### src/design/sawarq_pkg.sv
// ----------------------------------------------------------------------------
// sawarq_pkg
// shared types and constants for the stop-and-wait arq link controller
// ----------------------------------------------------------------------------
package sawarq_pkg;

    typedef enum logic [2:0] {
        MODE_START      = 3'd0,
        MODE_HOST_SEND  = 3'd1,
        MODE_COMMIT     = 3'd2,
        MODE_RELEASE    = 3'd3,
        MODE_RADIO_DONE = 3'd4,
        MODE_TX_UNDER   = 3'd5,
        MODE_RX_OVER    = 3'd6,
        MODE_RX_TIMEOUT = 3'd7
    } t_mode;

    typedef enum logic [2:0] {
        CMD_NONE        = 3'd0,
        CMD_TX          = 3'd1,
        CMD_LISTEN_RESP = 3'd2,
        CMD_ACK         = 3'd3,
        CMD_NAK         = 3'd4,
        CMD_LISTEN_DATA = 3'd5
    } t_cmd;

    localparam logic [1:0] CFG_IS_TRANSMITTER = 2'd0;
    localparam logic [1:0] CFG_DATA_TIMEOUT   = 2'd1;
    localparam logic [1:0] CFG_RESP_TIMEOUT   = 2'd2;

    localparam logic [7:0] ACK_CODE           = 8'd255;
    localparam logic [7:0] SLAVE_START_ID     = 8'd255;
    localparam logic [7:0] DATA_TIMEOUT_RESET = 8'd50;
    localparam logic [7:0] RESP_TIMEOUT_RESET = 8'd2;

    typedef struct packed {
        t_mode      mode;
        logic       crc_ok;
        logic [7:0] response_byte;
        logic [7:0] rx_packet_id;
    } t_in_item;

    typedef struct packed {
        t_cmd       command;
        logic [2:0] slot;
        logic [7:0] packet_id;
        logic       append_id;
        logic [7:0] timeout_ms;
        logic       recalibrate;
        logic       strip_id;
        logic       complete;
        logic       tx_ready;
        logic [2:0] host_slot;
        logic       host_slot_valid;
        logic [3:0] backlog;
    } t_out_item;

    typedef struct packed {
        logic       is_transmitter;
        logic [7:0] data_listen_timeout_ms;
        logic [7:0] response_timeout_ms;
    } t_cfg;

endpackage

### src/design/sawarq_core.sv
// ----------------------------------------------------------------------------
// sawarq_core
// link state registers and the per-word event decode
// ----------------------------------------------------------------------------
module sawarq_core #(
    parameter int BUFFER_SLOTS = 8
) (
    input  logic                  i_clk,
    input  logic                  i_rst_n,
    input  logic                  i_accept,
    input  sawarq_pkg::t_in_item  i_item,
    input  sawarq_pkg::t_cfg      i_cfg,
    output sawarq_pkg::t_out_item o_result
);
    import sawarq_pkg::*;

    localparam int IDX_W = (BUFFER_SLOTS > 2) ? $clog2(BUFFER_SLOTS) : 1;
    localparam int CNT_W = $clog2(BUFFER_SLOTS + 1);
    localparam logic [IDX_W-1:0] LAST_IDX = IDX_W'(BUFFER_SLOTS - 1);
    localparam logic [CNT_W-1:0] FULL_CNT = CNT_W'(BUFFER_SLOTS);

    logic [IDX_W-1:0] r_host_index, n_host_index;
    logic [IDX_W-1:0] r_radio_index, n_radio_index;
    logic [CNT_W-1:0] r_free_count, n_free_count;
    logic [7:0]       r_current_id, n_current_id;
    logic             r_busy, n_busy;
    logic             r_awaiting, n_awaiting;
    logic             r_resending, n_resending;
    logic             r_replying, n_replying;
    logic             r_replied_ack, n_replied_ack;

    t_cmd             cmd;
    logic [7:0]       pid;
    logic [7:0]       tmo;
    logic             append, recal, strip, done, resend, relisten, master;
    logic [CNT_W-1:0] backlog;
    logic [IDX_W+2:0] radio_ext, host_ext;
    logic [CNT_W+3:0] backlog_ext;

    function automatic logic [IDX_W-1:0] next_index(input logic [IDX_W-1:0] idx);
        next_index = (idx >= LAST_IDX) ? '0 : idx + 1'b1;
    endfunction

    assign master = i_cfg.is_transmitter;

    always_comb begin
        n_host_index  = r_host_index;
        n_radio_index = r_radio_index;
        n_free_count  = r_free_count;
        n_current_id  = r_current_id;
        n_busy        = r_busy;
        n_awaiting    = r_awaiting;
        n_resending   = r_resending;
        n_replying    = r_replying;
        n_replied_ack = r_replied_ack;
        cmd      = CMD_NONE;
        pid      = '0;
        tmo      = '0;
        append   = 1'b0;
        recal    = 1'b0;
        strip    = 1'b0;
        done     = 1'b0;
        resend   = 1'b0;
        relisten = 1'b0;

        case (i_item.mode)
            MODE_START: begin
                n_host_index  = '0;
                n_radio_index = '0;
                n_free_count  = FULL_CNT;
                n_current_id  = master ? 8'd0 : SLAVE_START_ID;
                n_busy        = 1'b0;
                n_awaiting    = 1'b0;
                n_resending   = 1'b0;
                n_replying    = 1'b0;
                n_replied_ack = 1'b0;
                relisten      = !master;
            end
            MODE_HOST_SEND: begin
                if (master && !r_busy) begin
                    n_busy = 1'b1;
                    cmd    = CMD_TX;
                    pid    = r_current_id;
                    append = !r_resending;
                end
            end
            MODE_COMMIT: begin
                if (master && r_free_count != '0) begin
                    n_host_index = next_index(r_host_index);
                    n_free_count = r_free_count - 1'b1;
                end
            end
            MODE_RELEASE: begin
                if (!master && r_free_count < FULL_CNT) begin
                    n_host_index = next_index(r_host_index);
                    n_free_count = r_free_count + 1'b1;
                end
            end
            MODE_RADIO_DONE: begin
                if (master) begin
                    if (!r_awaiting) begin
                        n_awaiting = 1'b1;
                        cmd        = CMD_LISTEN_RESP;
                        tmo        = i_cfg.response_timeout_ms;
                    end else begin
                        n_awaiting = 1'b0;
                        if (i_item.response_byte == ACK_CODE) begin
                            n_radio_index = next_index(r_radio_index);
                            n_current_id  = r_current_id + 8'd1;
                            if (r_free_count < FULL_CNT) begin
                                n_free_count = r_free_count + 1'b1;
                            end
                            done        = 1'b1;
                            n_resending = 1'b0;
                            n_busy      = 1'b0;
                        end else begin
                            resend = 1'b1;
                        end
                    end
                end else begin
                    if (!r_replying) begin
                        n_replying    = 1'b1;
                        n_replied_ack = i_item.crc_ok;
                        cmd           = i_item.crc_ok ? CMD_ACK : CMD_NAK;
                    end else begin
                        n_replying = 1'b0;
                        if (r_replied_ack) begin
                            n_replied_ack = 1'b0;
                            if (i_item.rx_packet_id != r_current_id &&
                                r_free_count != '0) begin
                                n_current_id  = i_item.rx_packet_id;
                                strip         = 1'b1;
                                n_radio_index = next_index(r_radio_index);
                                n_free_count  = r_free_count - 1'b1;
                                done          = 1'b1;
                            end
                        end
                        relisten = 1'b1;
                    end
                end
            end
            default: begin
                recal = (i_item.mode != MODE_RX_TIMEOUT);
                if (master) begin
                    resend = 1'b1;
                end else begin
                    n_replying    = 1'b0;
                    n_replied_ack = 1'b0;
                    relisten      = 1'b1;
                end
            end
        endcase

        if (resend) begin
            n_awaiting  = 1'b0;
            n_resending = 1'b1;
            n_busy      = 1'b1;
            cmd         = CMD_TX;
            pid         = r_current_id;
            append      = 1'b0;
        end
        if (relisten) begin
            cmd = CMD_LISTEN_DATA;
            tmo = i_cfg.data_listen_timeout_ms;
        end
    end

    always_ff @(posedge i_clk) begin
        if (!i_rst_n) begin
            r_host_index  <= '0;
            r_radio_index <= '0;
            r_free_count  <= FULL_CNT;
            r_current_id  <= '0;
            r_busy        <= 1'b0;
            r_awaiting    <= 1'b0;
            r_resending   <= 1'b0;
            r_replying    <= 1'b0;
            r_replied_ack <= 1'b0;
        end else if (i_accept) begin
            r_host_index  <= n_host_index;
            r_radio_index <= n_radio_index;
            r_free_count  <= n_free_count;
            r_current_id  <= n_current_id;
            r_busy        <= n_busy;
            r_awaiting    <= n_awaiting;
            r_resending   <= n_resending;
            r_replying    <= n_replying;
            r_replied_ack <= n_replied_ack;
        end
    end

    assign backlog     = FULL_CNT - n_free_count;
    assign radio_ext   = {3'b000, n_radio_index};
    assign host_ext    = {3'b000, n_host_index};
    assign backlog_ext = {4'b0000, backlog};

    always_comb begin
        o_result.command         = cmd;
        o_result.slot            = radio_ext[2:0];
        o_result.packet_id       = pid;
        o_result.append_id       = append;
        o_result.timeout_ms      = tmo;
        o_result.recalibrate     = recal;
        o_result.strip_id        = strip;
        o_result.complete        = done;
        o_result.tx_ready        = master && !n_busy;
        o_result.host_slot       = host_ext[2:0];
        o_result.host_slot_valid = master ? (n_free_count != '0) : (backlog != '0);
        o_result.backlog         = backlog_ext[3:0];
    end

endmodule

### src/design/sawarq_out_reg.sv
// ----------------------------------------------------------------------------
// sawarq_out_reg
// result register with valid/ready; refills in the cycle it is emptied
// ----------------------------------------------------------------------------
module sawarq_out_reg (
    input  logic                  i_clk,
    input  logic                  i_rst_n,
    input  logic                  i_load,
    input  sawarq_pkg::t_out_item i_result,
    input  logic                  i_out_ready,
    output logic                  o_can_load,
    output logic                  o_out_valid,
    output sawarq_pkg::t_out_item o_out_data
);
    import sawarq_pkg::*;

    logic      r_valid;
    t_out_item r_data;

    assign o_can_load = !r_valid || i_out_ready;

    always_ff @(posedge i_clk) begin
        if (!i_rst_n) begin
            r_valid <= 1'b0;
        end else if (o_can_load) begin
            r_valid <= i_load;
        end
    end

    always_ff @(posedge i_clk) begin
        if (i_load && o_can_load) begin
            r_data <= i_result;
        end
    end

    assign o_out_valid = r_valid;
    assign o_out_data  = r_data;

endmodule

### src/design/stop_and_wait_arq_link_controller.sv
// ----------------------------------------------------------------------------
// stop_and_wait_arq_link_controller
// stop-and-wait ack/nak link controller, master sender or slave receiver
// ----------------------------------------------------------------------------
// usage
//   input channel  : one event word per handshake (mode, crc, response, id)
//   output channel : one result word per event: radio command, slot, id,
//                    listen window and host status
//   config channel : index 0 role, 1 data listen window, 2 response window;
//                    always ready, write only while no event is in flight
// timing
//   result     : registered, valid in the cycle after the event is taken
//   throughput : one event per cycle while result words are taken; the link state updates
//                in the same cycle the event is taken, one result register follows
// reset
//   ring indices cleared, all slots free, id zero, flags cleared;
//   role slave, data window 50 ms, response window 2 ms
// stall
//   while the result register is held by the receiver, o_in_ready drops;
//   it rises again in the cycle the held word is taken
// ----------------------------------------------------------------------------
module stop_and_wait_arq_link_controller #(
    parameter int BUFFER_SLOTS = 8
) (
    input  logic                  i_clk,
    input  logic                  i_rst_n,
    input  logic                  i_in_valid,
    output logic                  o_in_ready,
    input  sawarq_pkg::t_in_item  i_in_data,
    output logic                  o_out_valid,
    input  logic                  i_out_ready,
    output sawarq_pkg::t_out_item o_out_data,
    input  logic                  i_cfg_valid,
    output logic                  o_cfg_ready,
    input  logic [1:0]            i_cfg_index,
    input  logic [7:0]            i_cfg_data
);
    import sawarq_pkg::*;

    t_cfg      r_cfg;
    t_out_item result;
    logic      accept;
    logic      can_load;

    always_ff @(posedge i_clk) begin
        if (!i_rst_n) begin
            r_cfg.is_transmitter         <= 1'b0;
            r_cfg.data_listen_timeout_ms <= DATA_TIMEOUT_RESET;
            r_cfg.response_timeout_ms    <= RESP_TIMEOUT_RESET;
        end else if (i_cfg_valid) begin
            case (i_cfg_index)
                CFG_IS_TRANSMITTER: r_cfg.is_transmitter         <= i_cfg_data[0];
                CFG_DATA_TIMEOUT:   r_cfg.data_listen_timeout_ms <= i_cfg_data;
                CFG_RESP_TIMEOUT:   r_cfg.response_timeout_ms    <= i_cfg_data;
                default: ;
            endcase
        end
    end

    assign o_cfg_ready = 1'b1;
    assign o_in_ready  = can_load;
    assign accept      = i_in_valid && can_load;

    sawarq_core #(
        .BUFFER_SLOTS(BUFFER_SLOTS)
    ) u_core (
        .i_clk    (i_clk),
        .i_rst_n  (i_rst_n),
        .i_accept (accept),
        .i_item   (i_in_data),
        .i_cfg    (r_cfg),
        .o_result (result)
    );

    sawarq_out_reg u_out_reg (
        .i_clk       (i_clk),
        .i_rst_n     (i_rst_n),
        .i_load      (i_in_valid),
        .i_result    (result),
        .i_out_ready (i_out_ready),
        .o_can_load  (can_load),
        .o_out_valid (o_out_valid),
        .o_out_data  (o_out_data)
    );

    a_accept_gives_result: assert property (
        @(posedge i_clk) disable iff (!i_rst_n)
        accept |=> o_out_valid
    ) else $error("accepted event produced no result word");

    a_append_only_on_tx: assert property (
        @(posedge i_clk) disable iff (!i_rst_n)
        (o_out_valid && o_out_data.append_id) |-> (o_out_data.command == CMD_TX)
    ) else $error("append id without transmit command");

    a_strip_means_complete: assert property (
        @(posedge i_clk) disable iff (!i_rst_n)
        (o_out_valid && o_out_data.strip_id) |->
            (o_out_data.complete && o_out_data.command == CMD_LISTEN_DATA)
    ) else $error("strip id without delivery and relisten");

endmodule
### config.mk
export PLATFORM = sky130hd
export DESIGN_NAME = stop_and_wait_arq_link_controller
export DESIGN_NICKNAME = d
export VERILOG_FILES = /design/src/design/sawarq_pkg.sv /design/src/design/sawarq_core.sv /design/src/design/sawarq_out_reg.sv /design/src/design/stop_and_wait_arq_link_controller.sv
export SDC_FILE = /design/constraint.sdc
export NUM_CORES = 1
export LEC_CHECK = 0
export BUFFER_PORTS_ARGS = -buffer_cell sky130_fd_sc_hd__buf_2
export CAP_MARGIN = 20
export CORE_AREA = 2 2 93 95
export DETAILED_ROUTE_END_ITERATION = 7
export DIE_AREA = 0 0 95 97
export GPL_TIMING_DRIVEN = 0
export PLACE_DENSITY_LB_ADDON = 0.25
export REMOVE_ABC_BUFFERS = 1
export SYNTH_ARGS = -nofsm -noshare
export SYNTH_HDL_FRONTEND = slang
export SYNTH_SLANG_ARGS = --single-unit
### constraint.sdc
create_clock -name i_clk -period 5.4 [get_ports i_clk]
set_clock_uncertainty 0.1 [all_clocks]
set_input_delay 0.27 -clock i_clk [delete_from_list [all_inputs] [get_ports i_clk]]
set_output_delay 0.27 -clock i_clk [all_outputs]
set_load 0.03 [all_outputs]
* Word-level counts from Yosys, hierarchy flattened
Index checks and enable logic that the tools add are counted.
Operators by class: $add $sub $neg 6, $lt $le $gt $ge 3, reduce and logical (&&, ||, !) cells 32, muxes and demuxes 82, equal/unequal tests 19, bitwise gates (word level) 4
Operators by type and width (number):
- $mux W8 | 14
- $mux W3 | 14
- $mux W4 | 9
- $mux W1 | 32
- $ne A3 B2 Y1 const B | 6
- $pmux W4 S4 | 1
- $pmux W8 S2 | 1
- $pmux W1 S3 | 4
- $pmux W3 S2 | 2
- $reduce_bool A4 Y1 | 3
- $pmux W3 S3 | 1
- $add A8 B1 Y8 const B | 1
- $eq A8 B8 Y1 const B | 1
- $ne A8 B8 Y1 | 1
- $reduce_and A7 Y1 | 1
- $add A3 B1 Y3 const B | 2
- $eq A3 B2 Y1 const B | 2
- $ge A3 B3 Y1 const B | 2
- $logic_and A1 B1 Y1 | 6
- $ne A3 B1 Y1 const B | 2
- $pmux W1 S2 | 3
- $reduce_and A2 Y1 | 3
- $reduce_or A3 Y1 | 2
- $logic_not A1 Y1 | 5
- 24 further kinds | 28
Storage, ports and cells: output and inout bits 38, register bits after elaboration 76

* Logic depth before layout (Yosys ltp)
Gate-level depths: netlist (run 1).
depth after elaboration 10, mapped depth 10, gate-level depth less buffers 9

* Cells and area by module
A second synthesis (run 1) with hierarchy kept.
Second synthesis, totals: cell total of the unflattened synthesis 422, area total of the unflattened synthesis 4131.5 um^2
By module, submodules not included:
- sawarq_core | area an instance 2327.2 um^2, times used 1, sequential area each 460.4 um^2, cells each 311
- sawarq_out_reg | area an instance 1108.6 um^2, times used 1, sequential area each 1071.0 um^2, cells each 40
- stop_and_wait_arq_link_controller | area an instance 695.7 um^2, times used 1, sequential area each 340.3 um^2, cells each 71

* Worst setup path before layout (run 1)
OpenSTA, ideal clock, no wires.
path kind reg2reg, from reg u_out_reg.r_valid (netlist: u_out_reg.o_out_valid), to reg u_core.r_busy, stages on the path, launching flop included 8, clock period less this slack 2.951 ns, slack 2.449 ns, library setup time 0.083 ns, data required time 5.217 ns, arrival time 2.768 ns, cells stage by stage dfxtp_1 > nand2b_1 > nand2_1 > inv_1 > clkbuf_1 > buf_1 > o21ai_0 > a31oi_1
On the way: cells in the longest elaborated chain, start to end 3
RTL lines:
- start: declaration | line sawarq_out_reg.sv:17 | logic r_valid;
- start signal: assignment | line sawarq_out_reg.sv:26 | r_valid <= i_load;
- $logic_not A1 Y1 | line sawarq_out_reg.sv:20 | assign o_can_load = !r_valid || i_out_ready;
- $logic_or A1 B1 Y1 | line sawarq_out_reg.sv:20
- named net o_in_ready | line stop_and_wait_arq_link_controller.sv:28 | output logic o_in_ready,
- $logic_and A1 B1 Y1 | line stop_and_wait_arq_link_controller.sv:62 | assign accept = i_in_valid && can_load;
- named net accept | line stop_and_wait_arq_link_controller.sv:42 | logic accept;
- end signal: assignment | line sawarq_core.sv:184 | r_busy <= n_busy;
- end: declaration | line sawarq_core.sv:26 | logic r_busy, n_busy;
The timed path passes the listed nets, and every way through them passes these cells. A chain may end at the register's enable or synchronous reset.

==> flow_metrics.py, run 1 <==
metrics = {
    "run_status": {
        "status": "finished clean",
    },
    "floorplan": {
        "ios": 73,
        "die_x_um": 95,
        "rows": 33,
        "core_area_sq_um": 8130,
        "initial_core_util": 0.496,
        "dieArea_sq_um": 9220,
        "die_h_um": 97,
    },
    "global_route": {
        "grt_pass1_wl_mm": 14.8,
        "grt_usage": 0.201,
        "antenna_found_initial": 0,
        "grt-ovfl-total": 0,
        "grt_pass1_vias": 3080,
        "grt_max_degree": 46,
    },
    "timing": {
        "rsz0062_at_grt": "no",
        "tightestPinTransition_ns": 0.728,
        "finalCriticalPeriod_ns": 2.83,
        "setup-violations-final": 0,
        "hold_violations": 0,
        "timing.slew.headroom": 0.514,
        "fin_tns_setup_ns": 0,
        "hold_ws_ns": 0.0569,
        "fin_crit_sh": 0.525,
        "fmax_ghz": 0.353,
        "slew_viol_final": 0,
    },
    "synthesis": {
        "synth_warnings": 0,
        "synthTopCellsByArea": "edfxtp_1 (26%), dfxtp_1 (20%), mux2i_1 (4.7%)",
        "synthTopCellsByCount": "dfxtp_1 (41), edfxtp_1 (35), nand2_1 (31)",
        "syn_area_sq_um": 4040,
        "yosys_most_used_dff": "dfxtp_1",
        "synth_cell_types": 74,
        "netlist.top_cell.by_area": "edfxtp_1",
        "synth.ff_latch_count": 76,
        "syn_inst": 405,
        "async_flop_share": 0,
        "ys_seq_area_frac": 0.464,
        "synth.avg_cell_area_sq_um": 9.96,
        "yosysMostFrequentCell": "dfxtp_1",
        "synth-edff-count": 35,
        "synth_top_area_frac": 0.260,
    },
    "drt": {
        "drt_iter0_drc": 268,
        "num_vias": 3263,
        "remaining_drc_errors": 0,
        "firstDrtPassIters": 5,
        "wl_per_cell_um": 15.2,
        "ant_nets": 0,
        "via_per_inst": 5.68,
        "routed_wl_mm": 8.74,
    },
    "setup_path": {
        "critPathArrivalTime_ns": 2.83,
        "worst_setup_path_start_kind": "flop",
        "crit_type": "flop to flop",
        "cp_max_fo": 6,
        "endpoint_kind": "flop",
        "worstPathRequired_ns": 5.40,
    },
    "clock_tree": {
        "holdBufCountCts": 0,
        "cts_inserted_buffers": 9,
        "insertion_delay_ns": 0.36,
        "clockRootBuffer": "clkbuf_8",
        "cts.clk_slew.worst_paths_ns": 0.08,
        "max-clock-path-buffers": 2,
        "cts_setup_buffers": 0,
        "htreeDepth": 3,
        "cts_tree": "done",
        "clock-sinks": 76,
        "ctsResizeCount": 0,
    },
    "power": {
        "peakVddDrop_mv": 0.135,
        "p_per_area_nw_per_um2": 281,
        "p_leak_uw": 0.00187,
    },
    "run": {
        "max_cap_violations": 0,
    },
    "placement": {
        "gp_congestion": 0.867,
        "port_buffers": 71,
        "dp_hpwl_mm": 6.02,
    },
    "final_layout": {
        "fill_cells": 728,
        "fin_nets": 508,
        "regArea_sq_um": 1870,
        "syn_to_final_growth_pct": 16.3,
        "multiInputGateArea_sq_um": 1990,
        "drive_gt1_frac": 0.249,
        "antennaDiodeCount": 0,
    },
    "worst_hold_path": {
        "hp-class": "primary input to flop",
    },
}
-- critical path, stage by stage, from the launching register on --
cell and delay, ns:
dfxtp_1 0.38, inv_1 0.15, ha_1 0.27, or3b_1 0.40
and3_4 0.21, o211a_2 0.15, a21o_1 0.20, a22oi_1 0.36
and4_1 0.27, o211ai_2 0.08
-- cell usage in the layout (no fill, tap or decap), types with 12 or more instances in the layout --
master     n
nor2_1    27
buf_2     72
nand3_1   12
dfxtp_1   41
nand2_1   31
o21ai_0   25
mux2i_1   19
edfxtp_1  35
a21oi_1   25
nor2b_1   23
-- stage by stage --
stage	cells	instance area, sq um	utilization	power [uW]	setup WS (ns)
CTS	573	4670	0.574	1320	2.15
finish	574	4690	0.577	1320	2.57
floorplan	379	3920	-	772	2.44
detailed placement	557	4430	0.545	834	2.17
global route	574	4690	0.577	1370	2.34
global placement	555	4410	0.542	829	1.85
-- area by class of cell --
type,count,area share
flip-flops and latches,76,0.399
multi-input cells,289,0.425
inverters,14,0.0112
well taps,105,0.0280
repair buffers,74,0.0869
clock inverters,5,0.0133
clock buffers,11,0.0370
-- flip-flops by register name (all words and copies together), names as in the netlist --
| name | flops |
|---|---|
| r_cfg | 17 |
| u_out_reg.o_out_data | 35 |
| u_core.r_replying | 1 |
| u_core.r_current_id | 8 |
| u_core.r_busy | 1 |
| u_core.r_radio_index | 3 |
| u_core.r_resending | 1 |
| u_core.r_free_count | 4 |
| u_core.r_awaiting | 1 |
| u_out_reg.o_out_valid | 1 |
| u_core.r_replied_ack | 1 |
| u_core.r_host_index | 3 |
-- per-layer routing --
metal,vias to the layer above,track usage,part of all wire
met4,0,0.0669,0.014
met1,1550,0.278,0.46
li1,1602,-,-
met3,12,0.0343,0.048
met2,99,0.318,0.48
met5,-,0,0
-- power by group --
part / switching [uW] / internal (uW) / leakage (uW)
Sequential: 14.6 / 630 / 0.000684
Clock: 222 / 273 / 0.000121
Combinational: 114 / 64.0 / 0.00107
-- cell families after synthesis --
logic type	Yosys count	synth area share
flip-flops	76	0.464
buffers and inverters	40	0.0419
AO/OA/AOI/OAI	103	0.188
other	1	0.000929
AND/OR/NAND/NOR	142	0.192
adder cells (fa/ha/maj)	10	0.0304
XOR/XNOR	10	0.0217
multiplexers	23	0.0611
-- final timing paths --
check	startpoint	endpoint	slack, ns	cells past startpoint
min reg2reg	r_cfg[12]	r_cfg[12]	0.38	2
max reg2reg	u_core.r_free_count[0]	u_out_reg.o_out_data[4]	2.57	9
min	i_cfg_data[4]	r_cfg[12]	0.06	3
max	u_core.r_free_count[0]	u_out_reg.o_out_data[4]	2.57	9
Power figures use the tool's default switching activity.
==> run 2, diff against run 1 <==
--- a/config.mk
+++ b/config.mk
@@ -5,6 +5,7 @@
 export SDC_FILE = /design/constraint.sdc
 export NUM_CORES = 1
 export LEC_CHECK = 0
+export ABC_AREA = 1
 export BUFFER_PORTS_ARGS = -buffer_cell sky130_fd_sc_hd__buf_2
 export CAP_MARGIN = 20
 export CORE_AREA = 2 2 93 95
==> constraint.sdc (replaced) <==
create_clock -name i_clk -period 2.3 [get_ports i_clk]
set_clock_uncertainty 0.1 [all_clocks]
set_input_delay 0.115 -clock i_clk [delete_from_list [all_inputs] [get_ports i_clk]]
set_output_delay 0.115 -clock i_clk [all_outputs]
set_load 0.03 [all_outputs]
==> run 2 against run 1 <==
First-iteration DRC count is 32% lower. Die area stayed put. Power is 150% higher. Synthesized cell count is 18% higher. Area after synthesis hardly changed. Sequential cell count stayed put. Core utilization is 4.2 points higher. Sequential power is 140% higher. Cell count is 19% higher. Critical path type unchanged. Largest power group unchanged. Highest routed layer unchanged.
==> flow_metrics.py, run 2 <==
metrics = {
    "run_status": {
        "status": "finished clean",
    },
    "final_layout": {
        "fill_cells": 718,
        "largest_reg_flops": 35,
        "final_cell_mix": "buf_2 (71), inv_1 (66), nand2_1 (58)",
        "antennaDiodeCount": 0,
        "fin_nets": 617,
        "drive_gt1_frac": 0.299,
        "syn_to_final_growth_pct": 24.8,
        "regArea_sq_um": 1900,
        "multiInputGateArea_sq_um": 1880,
        "final_common_cell": "buf_2",
    },
    "synthesis": {
        "yosysMostFrequentCell": "inv_1",
        "ys_seq_area_frac": 0.464,
        "synth_top_area_frac": 0.261,
        "synth.avg_cell_area_sq_um": 8.42,
        "syn_area_sq_um": 4030,
        "synthTopCellsByArea": "edfxtp_1 (26%), dfxtp_1 (20%), inv_1 (6.6%)",
        "synth-edff-count": 35,
        "yosys_most_used_dff": "dfxtp_1",
        "syn_inst": 479,
        "netlist.top_cell.by_area": "edfxtp_1",
        "synth_warnings": 0,
        "synth.ff_latch_count": 76,
        "synthTopCellsByCount": "inv_1 (71), nand2_1 (62), dfxtp_1 (41)",
        "async_flop_share": 0,
        "synth_cell_types": 50,
    },
    "placement": {
        "port_buffers": 71,
        "gp_congestion": 0.855,
        "pre_cts_ws_ns": -0.715,
        "dp_hpwl_mm": 6.44,
    },
    "timing": {
        "hold_ws_ns": 0.0121,
        "timing.slew.headroom": 0.563,
        "tightestPinTransition_ns": 0.651,
        "rsz0062_at_grt": "yes",
        "slew_viol_final": 0,
        "fmax_ghz": 0.442,
        "fin_ws_ns": 0.0390,
        "hold_violations": 0,
        "finalCriticalPeriod_ns": 2.26,
        "setup-violations-final": 0,
        "fin_crit_sh": 0.983,
    },
    "floorplan": {
        "dieArea_sq_um": 9220,
        "die_x_um": 95,
        "initial_core_util": 0.496,
        "rows": 33,
        "die_h_um": 97,
        "ios": 73,
        "core_area_sq_um": 8130,
    },
    "clock_tree": {
        "cts.clk_slew.worst_paths_ns": 0.10,
        "clock-sinks": 76,
        "max-clock-path-buffers": 2,
        "cts_inserted_buffers": 9,
        "cts_tree": "done",
        "clockRootBuffer": "clkbuf_8",
        "htreeDepth": 3,
        "insertion_delay_ns": 0.36,
    },
    "drt": {
        "routed_wl_mm": 9.63,
        "drt_iter0_drc": 181,
        "wl_met2_mm": 4.67,
        "wl_per_cell_um": 14.1,
        "remaining_drc_errors": 0,
        "num_vias": 3607,
        "wl_met1_mm": 4.18,
        "via_per_inst": 5.28,
        "firstDrtPassIters": 5,
        "met3_length_um": 601,
        "ant_nets": 0,
        "top_layer": "met4",
    },
    "setup_path": {
        "critPathArrivalTime_ns": 2.27,
        "r2r_slack_ns": 0.04,
        "worstPathRequired_ns": 2.31,
        "crit_type": "flop to flop",
        "endpoint_kind": "flop",
        "cp_max_fo": 6,
        "setup.worst_path.end": "u_out_reg.o_out_data[4]",
        "timing.rr.start": "u_core.r_free_count[1]",
        "r2r.worst_path.cells": 13,
        "r2r_end": "u_out_reg.o_out_data[4]",
        "worst_setup_path_start_kind": "flop",
        "cp-startpoint": "u_core.r_free_count[1]",
    },
    "global_route": {
        "grt_pass1_vias": 3335,
        "antenna_found_initial": 0,
        "grt_max_degree": 43,
        "grt_usage": 0.216,
        "grt-ovfl-total": 0,
        "grt_pass1_wl_mm": 15.8,
    },
    "worst_hold_path": {
        "hp-class": "primary input to flop",
    },
    "power": {
        "peakVddDrop_mv": 0.312,
        "p_per_area_nw_per_um2": 642,
        "p_leak_uw": 0.00219,
    },
    "run": {
        "max_cap_violations": 0,
    },
}
## run 2: cell types whose count changed after synthesis, sizes merged, moves of 15 or more
cell / change
nand2: +41
nor2b: -23
o21ai: +25
nand3: +17
inv: +63
mux2i: -20
a21oi: +19
nor2: +15
## run 2: cell families (layout without fill, tap and decap cells)
group | after synthesis | after routing | synth area share
buf+inv | 95 | 194 | 0.0989
compound gates | 126 | 126 | 0.188
fa+ha+maj | 9 | 9 | 0.0279
other cells | 1 | 1 | 0.000930
simple gates | 161 | 161 | 0.195
flops | 76 | 76 | 0.464
xor+xnor | 11 | 11 | 0.0257
## run 2: routing by layer
| metal | track usage | vias up |
|---|---|---|
| li1 | - | 1821 |
| met1 | 0.289 | 1656 |
| met2 | 0.346 | 113 |
| met3 | 0.0561 | 17 |
| met4 | 0.0602 | 0 |
| met5 | 0 | - |
## run 2: worst min-delay path by stage
stage,startpoint,cells past startpoint,to,slack [ns]
2_1_floorplan,i_rst_n,1,r_cfg[1],0.1
3_3_place_gp,i_cfg_data[4],3,r_cfg[12],0.25
3_5_place_dp,i_cfg_data[1],3,r_cfg[9],0.26
4_1_cts,i_in_data[4],3,u_core.r_current_id[4],0.0009
5_1_grt,i_in_data[4],3,u_core.r_current_id[4],0.006
6_report,i_in_data[4],3,u_core.r_current_id[4],0.01
## run 2: repair_timing
item | in CTS | in global routing
setup endpoints to repair | 40 | 18
resized for setup | 16 | 42
hold buffers | 16 | 0
endpoints found under the hold margin | 21 | 0
pin swaps | 1 | 11
setup buffers | 3 | 8
## run 2: area by class of cell
type                       count  share of cell area
tap                          105              0.0261
inverter                      80              0.0654
clock inverter                 7              0.0152
timing repair buffer          98               0.119
sequential                    76               0.377
multi-input combinational    308               0.373
clock buffer                   9              0.0246
## run 2: metrics by stage
stage                     total power [uW]  instances  cell area [sq um]  TNS [ns]   util
after floorplan                       1980        464               3940    -0.472      -
after CTS                             3210        675               4850   -0.0778  0.596
after global routing                  3400        683               5030   -0.0806  0.619
after detailed placement              2150        640               4420    -12.95  0.544
final                                 3230        683               5030         0  0.619
after global placement                2140        640               4420    -12.72  0.544
## run 2: power breakdown
| part | leakage (uW) | switching (uW) | internal (uW) | total [uW] |
|---|---|---|---|---|
| Combinational | 0.00140 | 409 | 223 | 632 |
| Clock | 0.000103 | 595 | 435 | 1030 |
| Sequential | 0.000691 | 51.8 | 1510 | 1570 |
| Total | 0.00219 | 1060 | 2170 | 3230 |
## run 2: worst max-delay path, stage by stage (launching register included)
cell and delay (ns):
dfxtp_4 0.39, inv_6 0.04, ha_4 0.16, nand3_4 0.09
and3_4 0.24, nand3_1 0.14, nand3_2 0.13, nand4_4 0.12
inv_2 0.12, ha_4 0.15, xor2_2 0.14, nand3_1 0.09
nand2_1 0.06, nand2_1 0.04
